===== src/hw/rtl/ncs_pkg.sv =====
// shared constants, types and helper function of the nearest-centroid search
package ncs_pkg;

    // sizing of the centroid store
    localparam int CELLS_MAX  = 16;
    localparam int DIM_MAX    = 16;
    localparam int ADDR_LIMIT = 16;

    localparam int CELL_LIMIT = (CELLS_MAX < ADDR_LIMIT) ? CELLS_MAX : ADDR_LIMIT;
    localparam int DIM_LIMIT  = (DIM_MAX < ADDR_LIMIT) ? DIM_MAX : ADDR_LIMIT;

    localparam int CELL_IDX_W   = (CELL_LIMIT > 1) ? $clog2(CELL_LIMIT) : 1;
    localparam int TABLE_DEPTH  = CELLS_MAX * DIM_MAX;
    localparam int TABLE_ADDR_W = $clog2(TABLE_DEPTH);

    // field and datapath widths
    localparam int CELL_W    = 4;
    localparam int COMP_W    = 4;
    localparam int VALUE_W   = 16;
    localparam int MAG_W     = 16;
    localparam int SQ_W      = 2 * MAG_W;
    localparam int SUM_W     = 37;
    localparam int DIST_W    = 36;
    localparam int CFG_W     = 5;
    localparam int CFG_IDX_W = 1;

    localparam logic [CFG_W-1:0] CFG_RESET = CFG_W'(16);

    // request codes
    localparam logic REQ_LOAD  = 1'b0;
    localparam logic REQ_QUERY = 1'b1;

    // configuration register indexes
    typedef enum logic [CFG_IDX_W-1:0] {
        REG_DIM_IN_USE   = 1'b0,
        REG_CELLS_IN_USE = 1'b1
    } cfg_reg_t;

    // commands from the controller to the datapath
    typedef struct packed {
        logic                  load_we;
        logic                  query_start;
        logic                  issue;
        logic [CELL_IDX_W-1:0] issue_cell;
        logic                  finish;
    } ncs_cmd_t;

    // force a register value into 1..limit
    function automatic logic [CFG_W-1:0] clamp_cfg(input logic [CFG_W-1:0] value,
                                                   input logic [CFG_W-1:0] limit);
        logic [CFG_W-1:0] res;
        if (value == '0) begin
            res = CFG_W'(1);
        end
        else if (value > limit) begin
            res = limit;
        end
        else begin
            res = value;
        end
        return res;
    endfunction

endpackage


===== src/hw/rtl/ncs_ctrl.sv =====
// controller: accepts words, sequences the centroid scan, owns the result valid
module ncs_ctrl (
    input  logic                         clk,
    input  logic                         rst_n,
    input  logic                         in_valid,
    output logic                         in_ready,
    input  logic                         req_type,
    input  logic [ncs_pkg::COMP_W-1:0]   component_index,
    input  logic [ncs_pkg::CFG_W-1:0]    dims,
    input  logic [ncs_pkg::CFG_W-1:0]    cells,
    output logic                         out_valid,
    input  logic                         out_ready,
    input  logic                         pipe_busy,
    output ncs_pkg::ncs_cmd_t            cmd
);

    typedef enum logic [1:0] {
        ST_IDLE,
        ST_SCAN,
        ST_DRAIN
    } state_t;

    state_t                          state_reg, state_next;
    logic [ncs_pkg::CELL_IDX_W-1:0]  cnt_reg, cnt_next;
    logic                            final_reg, final_next;
    logic                            out_valid_reg, out_valid_next;

    logic accept;
    logic is_query;
    logic comp_ok;
    logic comp_last;

    assign in_ready  = (state_reg == ST_IDLE);
    assign accept    = in_valid && in_ready;
    assign is_query  = (req_type == ncs_pkg::REQ_QUERY);
    assign comp_ok   = ncs_pkg::CFG_W'(component_index) < dims;
    assign comp_last = ncs_pkg::CFG_W'(component_index) == (dims - ncs_pkg::CFG_W'(1));

    // next state and commands
    always_comb
    begin
        state_next      = state_reg;
        cnt_next        = cnt_reg;
        final_next      = final_reg;
        out_valid_next  = out_valid_reg;
        cmd             = '0;
        cmd.issue_cell  = cnt_reg;

        if (out_valid_reg && out_ready)
        begin
            out_valid_next = 1'b0;
        end

        unique case (state_reg)
            ST_IDLE:
            begin
                if (accept && !is_query)
                begin
                    cmd.load_we = 1'b1;
                end
                if (accept && is_query && comp_ok)
                begin
                    cmd.query_start = 1'b1;
                    final_next      = comp_last;
                    cnt_next        = '0;
                    state_next      = ST_SCAN;
                end
            end
            ST_SCAN:
            begin
                cmd.issue = 1'b1;
                if (ncs_pkg::CFG_W'(cnt_reg) == (cells - ncs_pkg::CFG_W'(1)))
                begin
                    state_next = ST_DRAIN;
                end
                else
                begin
                    cnt_next = cnt_reg + 1'b1;
                end
            end
            ST_DRAIN:
            begin
                if (!pipe_busy)
                begin
                    if (!final_reg)
                    begin
                        state_next = ST_IDLE;
                    end
                    else if (!out_valid_reg || out_ready)
                    begin
                        cmd.finish     = 1'b1;
                        out_valid_next = 1'b1;
                        state_next     = ST_IDLE;
                    end
                end
            end
            default:
            begin
                state_next = ST_IDLE;
            end
        endcase
    end

    // state and registered outputs
    always_ff @(posedge clk or negedge rst_n)
    begin
        if (!rst_n)
        begin
            state_reg     <= ST_IDLE;
            cnt_reg       <= '0;
            final_reg     <= 1'b0;
            out_valid_reg <= 1'b0;
        end
        else
        begin
            state_reg     <= state_next;
            cnt_reg       <= cnt_next;
            final_reg     <= final_next;
            out_valid_reg <= out_valid_next;
        end
    end

    assign out_valid = out_valid_reg;

endmodule


===== config.mk =====
export PLATFORM = sky130hd
export DESIGN_NAME = ncs_ctrl
export DESIGN_NICKNAME = d
export VERILOG_FILES = /design/src/hw/rtl/ncs_pkg.sv /design/src/hw/rtl/ncs_ctrl.sv
export SDC_FILE = /design/constraint.sdc
export NUM_CORES = 1
export LEC_CHECK = 0
export BUFFER_PORTS_ARGS = -buffer_cell sky130_fd_sc_hd__buf_2
export CORE_MARGIN = 1.5
export CORE_UTILIZATION = 42
export DETAILED_ROUTE_END_ITERATION = 7
export GPL_ROUTABILITY_DRIVEN = 0
export PLACE_DENSITY = 0.72
export SLEW_MARGIN = 10
export SYNTH_ARGS = -nofsm -noshare
export SYNTH_HDL_FRONTEND = slang
export SYNTH_SLANG_ARGS = --single-unit

===== constraint.sdc =====
create_clock -name clk -period 1.3 [get_ports clk]
set_input_delay 0.065 -clock clk [delete_from_list [all_inputs] [get_ports clk]]
set_output_delay 0.065 -clock clk [all_outputs]
set_load 0.005 [all_outputs]

==> run_results.csv <==
group,metric,value,unit
yosys,syn_area,718,um^2
min_path,worstHoldEndpoint,"state_reg[1]$_DFFE_PN0P_",
die,core,0.00156,mm^2
global_routing,antenna_found_initial,0,
cts,cts.reportedPaths.clkPinSlew,0.05,ns
job,cap_viol_max_count,0,
power,power_density,1390,mW/mm^2
layout,fill_cells,126,
yosys,synthCells,87,
run_status,outcome,"finished with violations",
layout,diodes,0,
global_routing,grt_pass1_vias,795,
layout,largest_register_ffs,4,
die,rows,14,
yosys,seq_area_frac_synth,0.279,
global_routing,grt_pass1_wl,2900,um
timing,skew,0.000811,ns
placed_design,hpwl,1420,um
setup_path,regToRegStartpoint,"cnt_reg[3]$_DFFE_PN0P_",
die,fp.dieH,44.4,um
setup_path,critical_path_class,"reg -> out",
detailed_routing,drt_iter0_drc,10,
detailed_routing,drc,0,
setup_path,crit_arrival,1.36,ns
timing,fmax,704,MHz
layout,final_cell_mix,"buf_2, buf_4, inv_1",
die,die_w,44.4,um
yosys,yosysWarnings,0,
timing,worst_slack,-0.121,ns
timing,setup_viol,6,
timing,slew_headroom,0.803,
setup_path,endpoint_kind,"output pin",
detailed_routing,dr.pass1.iters,6,
setup_path,r2r_slack,-0.06,ns
cts,numClockSinks,8,
placed_design,dp.cells,145,
layout,instances_no_fill,156,
detailed_routing,num_vias,809,
layout,syn_to_final_growth,56.4,%
power,ir_drop,633,uV
yosys,ys_types,28,
yosys,synth_fp_nets,114,
die,start_util,0.461,
placed_design,port_buffers,29,
timing,finalCritPeriodShare,1.09,
global_routing,grt_start_max_net_pins,9,
timing,hold_viol_final,0,
layout,layout_commonest_cell,"buf_2",
setup_path,path_max_fanout,3,
cts,numCtsBuffers,3,
power,static-leakage-power,0.606,nW
layout,drive_gt1_frac,0.457,
yosys,synth_area_per_cell,8.26,um^2
timing,drv_slew,0,
timing,worst-slew-pin-transition,0.296,ns
setup_path,worstPathRequired,1.24,ns
detailed_routing,wl_per_cell,11.5,um
yosys,ys_seq_elements,8,
cts,clock-root-buffer,"clkbuf_4",
global_routing,grt_overflow,0,
global_routing,grtUsageTotal,0.190,
setup_path,ff2ff_path_depth,5,
timing,rsz0062_at_grt,"true",
setup_path,r2r-end,"cnt_reg[1]$_DFFE_PN0P_",
timing,fin_crit,1.42,ns
detailed_routing,wirelength,1790,um
min_path,min_from,"pipe_busy",
cts,cts_tree,"built",
cts,insertion_delay,0.24,ns
setup_path,crit_path_start,"state_reg[0]$_DFFE_PN0P_",
min_path,min_path_type,"in -> reg",
timing,finalSetupTns,-0.310,ns
detailed_routing,via_per_inst,5.19,
layout,nets,169,
die,die_area,0.00197,mm^2
cts,cts-htree-levels,1,
detailed_routing,detail-route-antenna-nets,0,
min_path,whs_path_depth,3,
run_status,violations,"negative setup slack",
die,io_pins,30,
cts,clockBufferDepth,2,
setup_path,start_kind,"flop",
per-layer routing:
metal / GRT usage / wire (um)
met1: 0.225 / 791
met2: 0.371 / 953
met3: 0 / 33
met4: 0.0545 / 14
met5: 0 / 0
cell type report:
cell class,instances,area [um^2],area share
multi-input combinational,66,519,0.462
timing repair buffer,51,317,0.282
sequential,8,200,0.178
inverter,12,45.0,0.0401
clock buffer,3,22.5,0.0200
tap,16,20.0,0.0178
critical path, stage by stage, from the launching register on:
cell and delay, ns:
dfrtp_1 0.40, nand2b_4 0.15, or3b_4 0.37, nor2_2 0.08, buf_2 0.11
cell families after synthesis:
family | after synthesis | synth area share
xor gates and xnor gates | 7 | 0.0854
adders and majority gates | 7 | 0.122
buffers and inverters | 13 | 0.0732
DFF | 8 | 0.279
AOI/OAI and AO/OA | 20 | 0.178
muxes | 4 | 0.0558
and+or+nand+nor | 28 | 0.207
report_power, final:
group | total, mW | leakage, nW | internal [mW] | switching, mW
clock | 0.181 | 0.0138 | 0.105 | 0.0760
sequential | 0.405 | 0.102 | 0.336 | 0.0690
combinational | 0.976 | 0.490 | 0.540 | 0.436
worst max path at each step:
stage / cells after the start / endpoint / slack [ns]
global route: 4 / cmd[0] / -0.17
global placement: 8 / cnt_reg[2]$_DFFE_PN0P_ / -0.09
finish: 4 / cmd[0] / -0.12
detailed placement: 8 / cnt_reg[1]$_DFFE_PN0P_ / -0.23
CTS: 4 / cmd[0] / -0.12
floorplan: 5 / cnt_reg[2]$_DFFE_PN0P_ / 0.0002
stage by stage:
stage | setup WS [ns] | util | hold slack (ns) | power [mW] | instance area, um^2
after floorplan | 0.000206 | - | -0.231 | 0.837 | 721
after global placement | -0.0850 | 0.631 | -0.0871 | 1.20 | 983
after detailed placement | -0.226 | 0.631 | -0.0809 | 1.22 | 983
after CTS | -0.119 | 0.684 | 0.115 | 1.49 | 1070
after global routing | -0.166 | 0.721 | 0.124 | 1.68 | 1120
final | -0.121 | 0.721 | 0.111 | 1.56 | 1120
what timing repair did:
item / in CTS / in global routing
pin swaps: 2 / 5
hold buffers: 1 / 0
gates resized for setup: 5 / 7
hold endpoints to repair: 8 / 0
buffers inserted: 4 / 3
endpoints found under the setup margin: 9 / 11
Yosys cell counts:
| cell type | count | area share |
|---|---|---|
| nand3_1 | 3 | 0.021 |
| nand2_1 | 3 | 0.016 |
| o21ai_0 | 8 | 0.056 |
| a32o_1 | 1 | 0.014 |
| mux2i_1 | 4 | 0.056 |
| or3b_2 | 1 | 0.012 |
| o31ai_1 | 1 | 0.010 |
| inv_1 | 12 | 0.063 |
| a22oi_1 | 1 | 0.010 |
| o32ai_1 | 1 | 0.012 |
| nor2_1 | 6 | 0.031 |
| xnor2_1 | 5 | 0.061 |
| o22ai_1 | 1 | 0.0087 |
| a21oi_1 | 3 | 0.021 |
| nand4_1 | 1 | 0.0087 |
| nor2b_1 | 3 | 0.026 |
| or4_1 | 1 | 0.010 |
| o2111ai_1 | 2 | 0.024 |
| buf_4 | 1 | 0.010 |
| nor3_1 | 3 | 0.021 |
| or3_1 | 1 | 0.0087 |
| nand2b_1 | 5 | 0.044 |
| xor2_1 | 2 | 0.024 |
| dfrtp_1 | 8 | 0.28 |
| o211ai_1 | 1 | 0.010 |
| a211oi_1 | 1 | 0.010 |
| ha_1 | 7 | 0.12 |
| and3_1 | 1 | 0.0087 |
Power figures use the tool's default switching activity.
